[config.mk]
export PLATFORM = sky130hd
export DESIGN_NAME = hilbert_curve_walk_generator
export DESIGN_NICKNAME = d
export VERILOG_FILES = /design/src/sv/hcw_pkg.sv /design/src/sv/hilbert_curve_walk_generator.sv /design/src/sv/hcw_decoder.sv
export SDC_FILE = /design/constraint.sdc
export NUM_CORES = 1
export LEC_CHECK = 0
export BUFFER_PORTS_ARGS = -buffer_cell sky130_fd_sc_hd__buf_2
export CORE_MARGIN = 5
export CORE_UTILIZATION = 67
export CTS_BUF_LIST = sky130_fd_sc_hd__clkbuf_16
export DETAILED_ROUTE_END_ITERATION = 6
export PLACE_DENSITY = 0.86
export SLEW_MARGIN = 5
export SYNTH_ARGS = -nofsm -noshare
export SYNTH_HDL_FRONTEND = slang
export SYNTH_SLANG_ARGS = --single-unit
[constraint.sdc]
create_clock -name clk -period 6.4 [get_ports clk]
set_input_delay 1.92 -clock clk [delete_from_list [all_inputs] [get_ports clk]]
set_output_delay 1.92 -clock clk [all_outputs]
set_load 0.1 [all_outputs]
[src/sv/hcw_pkg.sv]
package hcw_pkg;

    // production codes
    localparam logic [1:0] PROD_A = 2'd0;
    localparam logic [1:0] PROD_B = 2'd1;
    localparam logic [1:0] PROD_C = 2'd2;
    localparam logic [1:0] PROD_D = 2'd3;

    // move directions, screen y grows downward
    localparam logic [1:0] DIR_XP = 2'd0;
    localparam logic [1:0] DIR_YP = 2'd1;
    localparam logic [1:0] DIR_XM = 2'd2;
    localparam logic [1:0] DIR_YM = 2'd3;

    // configuration register indexes
    localparam logic [1:0] REG_ORDER   = 2'd0;
    localparam logic [1:0] REG_STEP    = 2'd1;
    localparam logic [1:0] REG_START_X = 2'd2;
    localparam logic [1:0] REG_START_Y = 2'd3;

    localparam int ORDER_W = 4;
    localparam int STEP_W  = 9;
    localparam int START_W = 12;
    localparam int CFG_W   = 12;
    localparam int INDEX_W = 2;

    typedef enum logic {
        ST_IDLE,
        ST_WALK
    } hcw_state_t;

    typedef struct packed {
        logic       found;
        logic [1:0] dir;
    } hcw_dec_t;

    // production of quarter j inside production p
    function automatic logic [1:0] sub_prod(input logic [1:0] p, input logic [1:0] j);
        logic [1:0] r;
        r = PROD_A;
        case (p)
            PROD_A:
                case (j)
                    2'd0:    r = PROD_D;
                    2'd3:    r = PROD_B;
                    default: r = PROD_A;
                endcase
            PROD_B:
                case (j)
                    2'd0:    r = PROD_C;
                    2'd3:    r = PROD_A;
                    default: r = PROD_B;
                endcase
            PROD_C:
                case (j)
                    2'd0:    r = PROD_B;
                    2'd3:    r = PROD_D;
                    default: r = PROD_C;
                endcase
            default:
                case (j)
                    2'd0:    r = PROD_A;
                    2'd3:    r = PROD_C;
                    default: r = PROD_D;
                endcase
        endcase
        return r;
    endfunction

    // connecting move after quarter j (j clamped to 2) of production p
    function automatic logic [1:0] prod_dir(input logic [1:0] p, input logic [1:0] j);
        logic [1:0] r;
        r = DIR_XP;
        case (p)
            PROD_A:
                case (j)
                    2'd0:    r = DIR_XM;
                    2'd1:    r = DIR_YM;
                    default: r = DIR_XP;
                endcase
            PROD_B:
                case (j)
                    2'd0:    r = DIR_YP;
                    2'd1:    r = DIR_XP;
                    default: r = DIR_YM;
                endcase
            PROD_C:
                case (j)
                    2'd0:    r = DIR_XP;
                    2'd1:    r = DIR_YP;
                    default: r = DIR_XM;
                endcase
            default:
                case (j)
                    2'd0:    r = DIR_YM;
                    2'd1:    r = DIR_XM;
                    default: r = DIR_YP;
                endcase
        endcase
        return r;
    endfunction

endpackage

[src/sv/hilbert_curve_walk_generator.sv]
// Hilbert curve walk generator.
// Tick channel (tick_valid/tick_stall, field restart): each accepted item asks
// for the next unit move of the curve; restart=1 first returns the pen to the
// configured start and begins a fresh walk.
// Move channel (move_valid/move_stall): one item per tick with move_dir, pen_x,
// pen_y after the move (saturated at 0 and 2^COORD_BITS-1) and last_move on the
// final move of the curve; the walk then starts over on the next tick.
// Configuration (cfg_valid/cfg_ready, cfg_index, cfg_data): 0 curve_order,
// 1 step_len, 2 start_x, 3 start_y. cfg_ready is always high; write only idle.
// Timing: the move count is decoded one base-4 digit per cycle, top level
// first, through MAX_ORDER levels at most; the decode stops at the first level
// that yields the move, which then enters the output register; a new tick is
// taken the cycle after the move is registered.
// The result sits in an output register; tick_stall stays high only while a
// decode is in flight or its result cannot yet enter that register. A stalled
// move holds until taken.
// Reset: registers return to order 1, step 256, start (320, 240), and no walk
// is active, so the first tick begins a walk.
module hilbert_curve_walk_generator #(
    parameter int MAX_ORDER  = 8,
    parameter int COORD_BITS = 12
) (
    input  logic                          clk,
    input  logic                          rst_n,
    input  logic                          tick_valid,
    output logic                          tick_stall,
    input  logic                          restart,
    output logic                          move_valid,
    input  logic                          move_stall,
    output logic [1:0]                    move_dir,
    output logic [COORD_BITS-1:0]         pen_x,
    output logic [COORD_BITS-1:0]         pen_y,
    output logic                          last_move,
    input  logic                          cfg_valid,
    output logic                          cfg_ready,
    input  logic [hcw_pkg::INDEX_W-1:0]   cfg_index,
    input  logic [hcw_pkg::CFG_W-1:0]     cfg_data
);
    import hcw_pkg::*;

    localparam int CW = 2 * MAX_ORDER;
    localparam int LW = $clog2(MAX_ORDER + 1);
    localparam int AW = ((COORD_BITS > START_W) ? COORD_BITS : START_W) + 1;
    localparam logic [AW-1:0] COORD_MAX = AW'((1 << COORD_BITS) - 1);

    // configuration
    logic [ORDER_W-1:0] order_reg;
    logic [STEP_W-1:0]  step_reg;
    logic [START_W-1:0] start_x_reg;
    logic [START_W-1:0] start_y_reg;

    // walk state
    hcw_state_t            state_reg;
    hcw_state_t            state_next;
    logic                  active_reg;
    logic                  active_next;
    logic [CW-1:0]         count_reg;
    logic [CW-1:0]         count_next;
    logic [COORD_BITS-1:0] pos_x_reg;
    logic [COORD_BITS-1:0] pos_x_next;
    logic [COORD_BITS-1:0] pos_y_reg;
    logic [COORD_BITS-1:0] pos_y_next;

    // output register
    logic                  move_valid_reg;
    logic                  move_valid_next;
    logic [1:0]            move_dir_reg;
    logic [COORD_BITS-1:0] pen_x_reg;
    logic [COORD_BITS-1:0] pen_y_reg;
    logic                  last_move_reg;

    logic                  tick_take;
    logic                  begin_walk;
    logic                  out_load;
    logic [4:0]            order_ext;
    logic [LW-1:0]         eff_order;
    logic [CW-1:0]         total;
    logic [CW-1:0]         load_count;
    logic [CW-1:0]         count_inc;
    logic [AW-1:0]         sx_ext;
    logic [AW-1:0]         sy_ext;
    logic [COORD_BITS-1:0] sat_start_x;
    logic [COORD_BITS-1:0] sat_start_y;
    logic [AW-1:0]         step_ext;
    logic [AW-1:0]         x_ext;
    logic [AW-1:0]         y_ext;
    logic [AW-1:0]         x_sum;
    logic [AW-1:0]         y_sum;
    logic [COORD_BITS-1:0] new_x;
    logic [COORD_BITS-1:0] new_y;
    logic                  is_last;
    hcw_dec_t              dec;

    assign cfg_ready = 1'b1;

    // clamp order to 1..MAX_ORDER
    assign order_ext = {1'b0, order_reg};
    always_comb
    begin
        if (order_ext == 5'd0)
        begin
            eff_order = LW'(1);
        end
        else if (order_ext > 5'(MAX_ORDER))
        begin
            eff_order = LW'(MAX_ORDER);
        end
        else
        begin
            eff_order = LW'(order_ext);
        end
    end

    // move total 4^n - 1: the low 2n bits set
    always_comb
    begin
        for (int b = 0; b < CW; b++)
        begin
            total[b] = (b < 2 * int'(eff_order));
        end
    end

    assign sx_ext      = AW'(start_x_reg);
    assign sy_ext      = AW'(start_y_reg);
    assign sat_start_x = (sx_ext > COORD_MAX) ? COORD_BITS'(COORD_MAX)
                                              : COORD_BITS'(sx_ext);
    assign sat_start_y = (sy_ext > COORD_MAX) ? COORD_BITS'(COORD_MAX)
                                              : COORD_BITS'(sy_ext);

    assign tick_take  = tick_valid && !tick_stall;
    assign begin_walk = restart || !active_reg || (count_reg >= total);
    assign load_count = begin_walk ? '0 : count_reg;

    hcw_decoder #(
        .MAX_ORDER (MAX_ORDER)
    ) u_decoder (
        .clk    (clk),
        .rst_n  (rst_n),
        .load   (tick_take),
        .count  (load_count),
        .order  (eff_order),
        .status (dec)
    );

    assign out_load = (state_reg == ST_WALK) && dec.found
                      && (!move_valid_reg || !move_stall);

    // pen step with saturation
    assign step_ext = AW'(step_reg);
    assign x_ext    = AW'(pos_x_reg);
    assign y_ext    = AW'(pos_y_reg);
    assign x_sum    = x_ext + step_ext;
    assign y_sum    = y_ext + step_ext;

    always_comb
    begin
        new_x = pos_x_reg;
        new_y = pos_y_reg;
        case (dec.dir)
            DIR_XP:  new_x = (x_sum > COORD_MAX) ? COORD_BITS'(COORD_MAX) : COORD_BITS'(x_sum);
            DIR_YP:  new_y = (y_sum > COORD_MAX) ? COORD_BITS'(COORD_MAX) : COORD_BITS'(y_sum);
            DIR_XM:  new_x = (x_ext > step_ext) ? COORD_BITS'(x_ext - step_ext) : '0;
            default: new_y = (y_ext > step_ext) ? COORD_BITS'(y_ext - step_ext) : '0;
        endcase
    end

    assign count_inc = count_reg + CW'(1);
    assign is_last   = (count_inc == total);

    // next state
    always_comb
    begin
        state_next = state_reg;
        case (state_reg)
            ST_IDLE:
                if (tick_take)
                begin
                    state_next = ST_WALK;
                end
            ST_WALK:
                if (out_load)
                begin
                    state_next = ST_IDLE;
                end
            default:
                state_next = ST_IDLE;
        endcase
    end

    // outputs and datapath updates
    always_comb
    begin
        tick_stall      = (state_reg != ST_IDLE);
        active_next     = active_reg;
        count_next      = count_reg;
        pos_x_next      = pos_x_reg;
        pos_y_next      = pos_y_reg;
        move_valid_next = move_valid_reg && move_stall;
        case (state_reg)
            ST_IDLE:
                if (tick_take && begin_walk)
                begin
                    active_next = 1'b1;
                    count_next  = '0;
                    pos_x_next  = sat_start_x;
                    pos_y_next  = sat_start_y;
                end
            ST_WALK:
                if (out_load)
                begin
                    count_next      = count_inc;
                    pos_x_next      = new_x;
                    pos_y_next      = new_y;
                    move_valid_next = 1'b1;
                    if (is_last)
                    begin
                        active_next = 1'b0;
                    end
                end
            default:
                ;
        endcase
    end

    always_ff @(posedge clk or negedge rst_n)
    begin
        if (!rst_n)
        begin
            order_reg      <= ORDER_W'(1);
            step_reg       <= STEP_W'(256);
            start_x_reg    <= START_W'(320);
            start_y_reg    <= START_W'(240);
            state_reg      <= ST_IDLE;
            active_reg     <= 1'b0;
            count_reg      <= '0;
            pos_x_reg      <= '0;
            pos_y_reg      <= '0;
            move_valid_reg <= 1'b0;
        end
        else
        begin
            if (cfg_valid && cfg_ready)
            begin
                case (cfg_index)
                    REG_ORDER:   order_reg   <= cfg_data[ORDER_W-1:0];
                    REG_STEP:    step_reg    <= cfg_data[STEP_W-1:0];
                    REG_START_X: start_x_reg <= cfg_data[START_W-1:0];
                    REG_START_Y: start_y_reg <= cfg_data[START_W-1:0];
                    default:     ;
                endcase
            end
            state_reg      <= state_next;
            active_reg     <= active_next;
            count_reg      <= count_next;
            pos_x_reg      <= pos_x_next;
            pos_y_reg      <= pos_y_next;
            move_valid_reg <= move_valid_next;
        end
    end

    always_ff @(posedge clk)
    begin
        if (out_load)
        begin
            move_dir_reg  <= dec.dir;
            pen_x_reg     <= new_x;
            pen_y_reg     <= new_y;
            last_move_reg <= is_last;
        end
    end

    assign move_valid = move_valid_reg;
    assign move_dir   = move_dir_reg;
    assign pen_x      = pen_x_reg;
    assign pen_y      = pen_y_reg;
    assign last_move  = last_move_reg;

    // a taken tick always starts a decode
    assert property (@(posedge clk) disable iff (!rst_n)
        tick_take |=> (state_reg == ST_WALK))
        else $error("tick taken without starting a decode");

    // a new move only comes out of a decode in flight
    assert property (@(posedge clk) disable iff (!rst_n)
        $rose(move_valid_reg) |-> $past(state_reg == ST_WALK))
        else $error("move issued without a decode");

    // the final move closes the walk
    assert property (@(posedge clk) disable iff (!rst_n)
        (out_load && is_last) |=> !active_reg)
        else $error("walk still active after its last move");

    // a held move is not overwritten
    assert property (@(posedge clk) disable iff (!rst_n)
        (move_valid_reg && move_stall) |-> !out_load)
        else $error("output register loaded while stalled");

endmodule

[src/sv/hcw_decoder.sv]
module hcw_decoder #(
    parameter int MAX_ORDER = 8
) (
    input  logic                               clk,
    input  logic                               rst_n,
    input  logic                               load,
    input  logic [2*MAX_ORDER-1:0]             count,
    input  logic [$clog2(MAX_ORDER+1)-1:0]     order,
    output hcw_pkg::hcw_dec_t                  status
);
    import hcw_pkg::*;

    localparam int CW = 2 * MAX_ORDER;
    localparam int LW = $clog2(MAX_ORDER + 1);

    // move count, top digit first; the bottom fills with 3s as digits shift out
    logic [CW+1:0] sr_reg;
    logic [CW+1:0] sr_next;
    logic [LW-1:0] lvl_reg;
    logic [LW-1:0] lvl_next;
    logic [1:0]    prod_reg;
    logic [1:0]    prod_next;

    logic [1:0] digit;
    logic [1:0] digit_clamped;
    logic       rest_all3;
    logic       active_level;
    logic       found;

    assign digit         = sr_reg[CW+1:CW];
    assign digit_clamped = (digit == 2'd3) ? 2'd2 : digit;
    assign rest_all3     = &sr_reg[CW-1:0];
    assign active_level  = (lvl_reg != '0) && (lvl_reg <= order);
    assign found         = active_level && rest_all3;

    assign status.found = found;
    assign status.dir   = prod_dir(prod_reg, digit_clamped);

    always_comb
    begin
        sr_next   = sr_reg;
        lvl_next  = lvl_reg;
        prod_next = prod_reg;
        if (load)
        begin
            sr_next   = {count, 2'b11};
            lvl_next  = LW'(MAX_ORDER);
            prod_next = PROD_A;
        end
        else if (lvl_reg != '0 && !found)
        begin
            // levels above the order carry zero digits: skip them
            sr_next  = {sr_reg[CW-1:0], 2'b11};
            lvl_next = lvl_reg - LW'(1);
            if (active_level)
            begin
                prod_next = sub_prod(prod_reg, digit);
            end
        end
    end

    always_ff @(posedge clk or negedge rst_n)
    begin
        if (!rst_n)
        begin
            sr_reg   <= '1;
            lvl_reg  <= '0;
            prod_reg <= PROD_A;
        end
        else
        begin
            sr_reg   <= sr_next;
            lvl_reg  <= lvl_next;
            prod_reg <= prod_next;
        end
    end

endmodule

==> results of run 1 <==
[metal layers]
layer	wire length (um)	share of wire (%)
met1	11000	41
met2	12000	44
met3	3110	11
met4	980	3.6
met5	0	0
[synthesized netlist by cell type (5+ instances only)]
master | n | area [um2]
nand4_1 | 19 | 119
nand3_1 | 50 | 250
o311ai_1 | 6 | 52.6
or3_1 | 11 | 68.8
a211oi_1 | 10 | 75.1
a221o_1 | 5 | 50.1
mux2i_1 | 18 | 180
mux2_2 | 38 | 428
xor2_1 | 9 | 78.8
o311ai_0 | 6 | 52.6
inv_1 | 60 | 225
dfrtp_1 | 78 | 1950
ha_1 | 61 | 763
nor4_1 | 11 | 68.8
nand2_1 | 63 | 236
o211ai_1 | 19 | 143
xnor2_1 | 21 | 184
a22oi_1 | 5 | 37.5
o21a_1 | 12 | 90.1
o31ai_1 | 12 | 90.1
a21o_1 | 9 | 67.6
a21oi_1 | 36 | 180
nor3_1 | 27 | 135
and3_1 | 28 | 175
nor2b_1 | 10 | 62.6
o21ai_0 | 28 | 140
edfxtp_1 | 27 | 811
and4_1 | 5 | 43.8
and2_1 | 5 | 31.3
a221oi_1 | 5 | 43.8
buf_2 | 17 | 85.1
a211o_1 | 16 | 140
dfstp_2 | 24 | 631
or4_1 | 5 | 37.5
nand2b_1 | 7 | 43.8
o21ai_1 | 7 | 35.0
clkbuf_1 | 39 | 146
a31oi_1 | 7 | 43.8
o22ai_1 | 16 | 100
nor2_1 | 67 | 251
nand3b_1 | 5 | 37.5
[kinds of logic (layout without fill, tap and decap cells)]
family | count (synthesis) | in the layout | share of synthesized area [%]
AND/OR/NAND/NOR | 331 | 331 | 18.4
flip-flops | 129 | 129 | 36.4
XOR/XNOR | 31 | 31 | 2.99
other | 2 | 3 | 0.0806
adder cells (fa/ha/maj) | 65 | 65 | 9.05
multiplexers | 56 | 56 | 6.52
AO/OA/AOI/OAI | 262 | 262 | 21.1
buffers and inverters | 126 | 152 | 5.46
[final cells by class]
class	count	area [um2]	share of cell area, %
Tap cell	180	225	2.21
Timing Repair Buffer	57	310	3.05
Multi-Input combinational cell	748	5430	53.3
Clock inverter	14	140	1.38
Inverter	63	236	2.32
Sequential cell	129	3390	33.3
Clock buffer	18	450	4.42
[path summary, 6_finish.rpt]
path	cells past startpoint	slack, ns	startpoint	end
max in group asynchronous	2	3.84	rst_n	pos_y_reg[10]
worst max-delay path	10	2.63	order_reg[3]	u_decoder.sr_reg[7]
min in group asynchronous	1	1.62	rst_n	order_reg[2]
worst max register to register	10	2.63	order_reg[3]	u_decoder.sr_reg[7]
worst min register to register	1	0.50	start_x_reg[10]	start_x_reg[10]
worst min-delay path	1	0.50	start_x_reg[10]	start_x_reg[10]
[stage by stage]
step                worst slack (ns)  utilization, %  hold WS [ns]  total power [W]  area, um2
floorplan                       3.12               -         0.471          0.00345       9320
global placement                2.81            69.6         0.481          0.00412       9590
detailed placement              2.74            69.6         0.491          0.00416       9590
CTS                             2.74            73.9         0.504          0.00517      10200
global route                    2.46            73.9         0.509          0.00553      10200
finish                          2.63            73.9         0.504          0.00525      10200
[worst reg2reg max path, delay by kind of cell (launching register included)]
family,cells,cell delay [ns]
compound gates,4,1.81
fa+ha+maj,1,0.24
buf+inv,1,0.13
flops,1,0.55
mux,1,0.31
simple gates,3,0.61
[power breakdown]
part	switching, W	internal, W
registers	0.000253	0.00115
logic	0.00191	0.000967
clock network	0.000378	0.000593
total	0.00254	0.00271
==> results.tsv, run 1 <==
metric	value	unit
status	completed	
drv_cap	0	
ctsHoldBuffers	0	
crit_buf_inv	1	
antenna_found_initial	0	
vias_per_cell	7.02	
synth_cell_types	89	
start_util	67.7	%
critPathSlowestCell	o21a_1	
hold_viol	0	
p_leak	4.64	nW
setup_viol	0	
grt_use_met3	9.17	%
clk_pin_slew	0.06	ns
period_needed	3.77	ns
finalSetupTns	0	ns
slew_headroom	15.9	%
detail-route-antenna-nets	0	
post-place-cells	1177	
gp_congestion	1.02	
hold_path_class	reg -> reg	
seq_area_frac_synth	36.4	%
drc	0	
netlist_area	9320	um2
num-nets-final	1101	
crit_arrival	4.07	ns
io_buffer_count	48	
wire_per_inst	22.4	um
async_flop_share	79.1	%
avgSynthCellArea	9.30	um2
startpoint_type	flip-flop	
nFillCells	1017	
tightest_slew	1.26	ns
grt_max_degree	77	
synth-main-ff-cell	dfrtp_1	
cts_made_buffers	17	
required	6.70	ns
grt_busiest_layer	met2	
drv_slew	0	
grtUsageMet1	46.2	%
path_class	reg -> reg	
postCtsSetupBuffers	0	
power.density	516	nW/um2
core_area	13800	um2
drive_above_1_share	16.8	%
crit_path_max_incr_delay	0.88	ns
clock.fmax	265	MHz
dr.pass1.iters	6	
cts.repair.resized	0	
finalCritPeriodShare	58.9	%
place_hpwl	19100	um
die_h	128	um
grt_usage	33.6	%
grt_pass1_vias	8131	
final_cell_count_no_fill	1209	
top_level_ports	50	
row_count	43	
rsz0062_at_grt	no	
cts-root-buf	clkbuf_16	
dr_total_vias	8484	
cts_tree	done	
cp_max_fo	20	
cts_max_level	4	
grt-ovfl-total	0	
worstSetupEndpointType	flip-flop	
yosysWarnings	0	
final_cell_mix	dfrtp_1 (78), nor2_1 (67), nand2_1 (63), inv_1 (62), ha_1 (61)	
design.die.area	16400	um2
final_common_cell	dfrtp_1	
cts_buffer_depth	2	
crit_family	compound AO/OA/AOI/OAI gates	
clock-sinks	129	
synth_cells	1002	
synth-edff-count	27	
drt-initial-drc-count	1145	
area_growth	9.26	%
grt_pass1_wl	43100	um
path_cells	or3_1, inv_2, a21o_1, ha_1, nand4_1, nor2_1, a21oi_1, o21a_1, mux2i_1, o22ai_1	
clock_latency	0.43	ns
grtUsageMet2	50.3	%
ir_worst_vdd	0.313	mV
drt-total-wl	27100	um
synth_seq_cells	129	
finClkSkew	0.0147	ns
antenna_cells	0	
die_w	128	um
Power figures use the tool's default switching activity.
==> run 2: changes to the inputs <==
Settings changed: CORE_UTILIZATION 67 to 57, PLACE_DENSITY 0.86 to 0.78.
Clock period 6.4 ns to 3.2 ns, I/O delays scaled along.
==> run 2 against run 1 <==
Routed wire length rose by 9.8%. Utilization fell by 6.4 points. Sequential power rose by 94%. Count of clock-buffer cells in the layout did not move. Power rose by 110%. Critical path depth did not move. Die area rose by 16%. Hold slack got worse by 0.0048 ns. Non-clock buffer count rose by 68. First-iteration DRC count fell by 6.6%. Global-route usage fell by 1.4 points.
==> results.tsv, run 2 (synthesis results as in run 1) <==
metric	value	unit
crit_arrival	3.40	ns
finish.utilization	67.6	%
dr.pass1.iters	5	
num-nets-final	1169	
cts-root-buf	clkbuf_16	
clock_latency	0.42	ns
clk_pin_slew	0.06	ns
period_needed	3.09	ns
cts_made_buffers	17	
p_leak	4.99	nW
startpoint_type	flip-flop	
wire_per_inst	22.7	um
final_cell_mix	dfrtp_1 (78), buf_4 (75), nor2_1 (67), nand2_1 (63)	
dp_slack	0.118	ns
die_w	138	um
power.density	1040	nW/um2
io_buffer_count	48	
grt-ovfl-total	0	
area_growth	15.6	%
dr_total_vias	8819	
setup_viol	0	
design.die.area	19000	um2
antenna_cells	0	
drt-total-wl	29800	um
row_count	46	
grt_max_degree	42	
hold_path_class	reg -> reg	
cts_tree	done	
cp_max_fo	4	
grt_usage	32.2	%
clock-sinks	129	
drv_slew	0	
ir_worst_vdd	0.689	mV
place_hpwl	22200	um
tightest_slew	1.20	ns
fin_ws	0.107	ns
grt_pass1_vias	8292	
vias_per_cell	6.72	
grt_pass1_wl	46600	um
nFillCells	1319	
worstSetupEndpointType	flip-flop	
cts_buffer_depth	2	
clock.fmax	323	MHz
rsz0062_at_grt	no	
detail-route-antenna-nets	0	
antenna_found_initial	0	
final_common_cell	dfrtp_1	
finalCritPeriodShare	96.7	%
cts_max_level	4	
postCtsSetupBuffers	0	
die_h	138	um
drive_above_1_share	21.9	%
finClkSkew	0.0101	ns
core_area	15900	um2
required	3.50	ns
drc	0	
power	0.0112	W
slew_headroom	19.5	%
gp_congestion	1.06	
hold_viol	0	
drt-initial-drc-count	1069	
drv_cap	0	
path_class	reg -> reg	
status	completed	
finalSetupTns	0	ns
top_level_ports	50	
start_util	58.5	%
[run 2: cell count changes in the layout (fill, tap and decap cells not counted), moves of 2 or more]
cell / previous run / this run
inv_4: 0 / 2
clkinv_1: 1 / 3
inv_6: 1 / 3
buf_12: 0 / 3
buf_4: 10 / 75
clkinv_4: 4 / 1
[run 2: worst paths after layout]
path,slack [ns],cells after the start,endpoint,startpoint
worst min-delay path,0.50,1,start_x_reg[4],start_x_reg[4]
worst max-delay path,0.11,10,pos_x_reg[10],pos_x_reg[0]
min in group asynchronous,0.51,1,count_reg[3],rst_n
worst max register to register,0.11,10,pos_x_reg[10],pos_x_reg[0]
worst min register to register,0.50,1,start_x_reg[4],start_x_reg[4]
max in group asynchronous,1.92,2,start_y_reg[4],rst_n
[run 2: per-layer routing]
layer  routed length [um]  part of all wire [%]  GRT usage (%)  vias up
met3                 2890                   9.7           5.77       89
met4                  839                   2.8           10.2        0
met5                    0                     0              0        -
met1                13000                    44           47.2     4254
li1                     -                     -              -     3929
met2                13100                    44           48.6      547
[run 2: final cells by class]
cell class	count	area, um2	share of cell area (%)
Inverter	63	236	2.20
Clock buffer	18	450	4.18
Timing Repair Buffer	125	858	7.97
Multi-Input combinational cell	748	5430	50.4
Tap cell	216	270	2.51
Clock inverter	14	135	1.25
Sequential cell	129	3390	31.5
[run 2: worst max-delay path: stages, from the launching register on]
cell and delay [ns]:
dfrtp_1 0.39, ha_1 0.20, inv_1 0.06, fa_1 0.40, o21ba_1 0.22, or4_4 0.47, a311oi_4 0.34, o21ai_2 0.09
a2111o_1 0.41, o211a_1 0.14, a211o_1 0.25
[run 2: where the power goes]
| group | total [W] | switching (W) | internal (W) |
|---|---|---|---|
| Sequential | 0.00271 | 0.000414 | 0.00230 |
| Clock | 0.00197 | 0.000782 | 0.00119 |
| Combinational | 0.00647 | 0.00411 | 0.00235 |
| Total | 0.0112 | 0.00531 | 0.00584 |
[run 2: metrics by stage]
step | cell area, um2 | instances | hold slack [ns]
4_1_cts | 10800 | 1313 | 0.501
3_3_place_gp | 10200 | 1281 | 0.480
3_5_place_dp | 10200 | 1281 | 0.487
6_report | 10800 | 1313 | 0.499
2_1_floorplan | 9320 | 1003 | 0.471
5_1_grt | 10800 | 1313 | 0.535
[run 2: timing repair]
action,4_1_cts,5_1_grt
resized for setup,0,1
hold buffers,0,0
hold endpoints to repair,0,0
endpoints found under the setup margin,0,1
==> run 3: changes to the inputs <==
Settings changed: ABC_CLOCK_PERIOD_IN_PS set to 3350, BUFFER_PORTS_ARGS -buffer_cell sky130_fd_sc_hd__buf_2 to -buffer_cell sky130_fd_sc_hd__buf_4, CORE_UTILIZATION 57 to 63, PLACE_DENSITY 0.78 to 0.82.
Clock period 3.2 ns to 3.35 ns, I/O delays scaled along.
==> run 3 against run 2 <==
Fmax shrank 4.9%. Critical path depth shrank 1. Sequential power shrank 3%. Global-route usage grew 1.3 points. Count of clock-buffer cells in the layout shrank 1. Largest power group unchanged. Power shrank 6.3%. Worst setup slack lost 0.0096 ns. Non-clock buffer count shrank 20. Cell area shrank 1.1%. Combinational power shrank 7.0%.
==> results.tsv, run 3 (synthesis results as in run 1) <==
metric	value	unit
wire_per_inst	23.5	um
switching_share	48.5	%
clock-sinks	129	
antenna_found_initial	0	
multiInputGateArea	5440	um2
start_util	64.1	%
grt_pass1_wl	46300	um
finalCritPeriodShare	97.1	%
p_sw	0.00507	W
die_w	132	um
drive_above_1_share	20.9	%
design.die.area	17300	um2
final_cell_mix	buf_4 (104), dfrtp_1 (78), nor2_1 (67), nand2_1 (63)	
worstSetupEndpointType	flip-flop	
p_leak	4.92	nW
hold_path_class	reg -> reg	
power.density	980	nW/um2
row_count	44	
detail-route-antenna-nets	0	
grt_usage	33.5	%
drv_slew	0	
drv_cap	0	
core_area	14500	um2
drt-initial-drc-count	1169	
cts-root-buf	clkbuf_16	
required	3.66	ns
finalSetupTns	0	ns
hold_viol	0	
io_buffer_count	48	
place_hpwl	21500	um
dr.pass1.iters	7	
dr_total_vias	8760	
cts_tree	done	
grt_pass1_vias	8260	
startpoint_type	flip-flop	
crit_arrival	3.56	ns
clk_pin_slew	0.06	ns
clock.fmax	307	MHz
cts_buffer_depth	2	
cp_max_fo	13	
clock_latency	0.44	ns
status	completed	
pwr-share-seq	25.2	%
drc	0	
path_class	reg -> reg	
cts_made_buffers	17	
area_growth	14.3	%
final_common_cell	buf_4	
top_level_ports	50	
ff_latch_area	3390	um2
grt-ovfl-total	0	
drt-total-wl	29600	um
antenna_cells	0	
ir_worst_vdd	0.623	mV
power_frac_clock	17.2	%
gp_congestion	1.01	
nFillCells	1121	
power	0.0104	W
die_h	132	um
finClkSkew	0.0177	ns
vias_per_cell	6.95	
rsz0062_at_grt	no	
slew_headroom	18.4	%
setup_viol	0	
grt_max_degree	53	
p_int	0.00538	W
tightest_slew	1.22	ns
num-nets-final	1149	
cts_max_level	4	
pwr-share-comb	57.6	%
period_needed	3.25	ns
-- run 3: cell count changes in the layout (fill, tap and decap cells not counted), moves of 2 or more --
cell / change
clkinv_2: +3
buf_12: -2
buf_4: +29
clkinv_4: +4
clkinv_1: -3
buf_2: -47
inv_4: -2
-- run 3: critical path: stages, from the launching register on --
cell and delay (ns):
dfstp_2 0.60, inv_1 0.11, ha_1 0.52, inv_1 0.16, a221o_1 0.41, o2bb2ai_1 0.21
or2_1 0.31, o31ai_1 0.27, o211ai_1 0.23, a211o_1 0.31
-- run 3: worst paths after layout --
kind	startpoint	to	slack, ns	cells past startpoint
min in group asynchronous	rst_n	count_reg[1]	0.68	2
setup / recovery	step_reg[8]	pos_y_reg[7]	0.1	9
max in group asynchronous	rst_n	start_x_reg[1]	2.18	2
setup reg to reg	step_reg[8]	pos_y_reg[7]	0.1	9
hold / removal	start_x_reg[4]	start_x_reg[4]	0.50	1
hold reg to reg	start_x_reg[4]	start_x_reg[4]	0.50	1
-- run 3: area by class of cell --
cell class | count | share of cell area, %
clock inverter | 15 | 1.27
inverter | 63 | 2.22
sequential | 129 | 31.8
clock buffer | 17 | 3.99
tap | 184 | 2.16
multi-input combinational | 748 | 51.0
timing repair buffer | 105 | 7.51
-- run 3: per-stage QoR --
| step | instances | area (um2) | hold WS, ns | utilization (%) | setup WS [ns] |
|---|---|---|---|---|---|
| floorplan | 1003 | 9320 | 0.471 | - | 0.272 |
| global placement | 1225 | 10000 | 0.482 | 69.1 | 0.242 |
| detailed placement | 1225 | 10000 | 0.489 | 69.1 | 0.129 |
| CTS | 1257 | 10600 | 0.503 | 73.0 | 0.0880 |
| global route | 1261 | 10700 | 0.510 | 73.3 | 0.00182 |
| finish | 1261 | 10700 | 0.501 | 73.3 | 0.0973 |
-- run 3: timing repair --
| action | 4_1_cts | 5_1_grt |
|---|---|---|
| resized for setup | 0 | 2 |
| endpoints found under the setup margin | 0 | 24 |
| buffers inserted | 0 | 4 |
| hold buffers | 0 | 0 |
-- run 3: routing by layer --
layer | vias to the layer above | global-route usage, % | share of wire, %
met4 | 0 | 12.2 | 3.4
met5 | - | 0 | 0
met1 | 4217 | 47.3 | 41
li1 | 3884 | - | -
met2 | 569 | 48.6 | 43
met3 | 90 | 10.4 | 12
-- run 3: power groups by stage --
stage | combinational, W | clock [W] | sequential (W)
after floorplan | 0.00357 | 0 | 0.00302
after global placement | 0.00570 | 0 | 0.00262
after detailed placement | 0.00577 | 0 | 0.00263
after CTS | 0.00582 | 0.00180 | 0.00261
after global routing | 0.00642 | 0.00188 | 0.00268
final | 0.00602 | 0.00180 | 0.00263
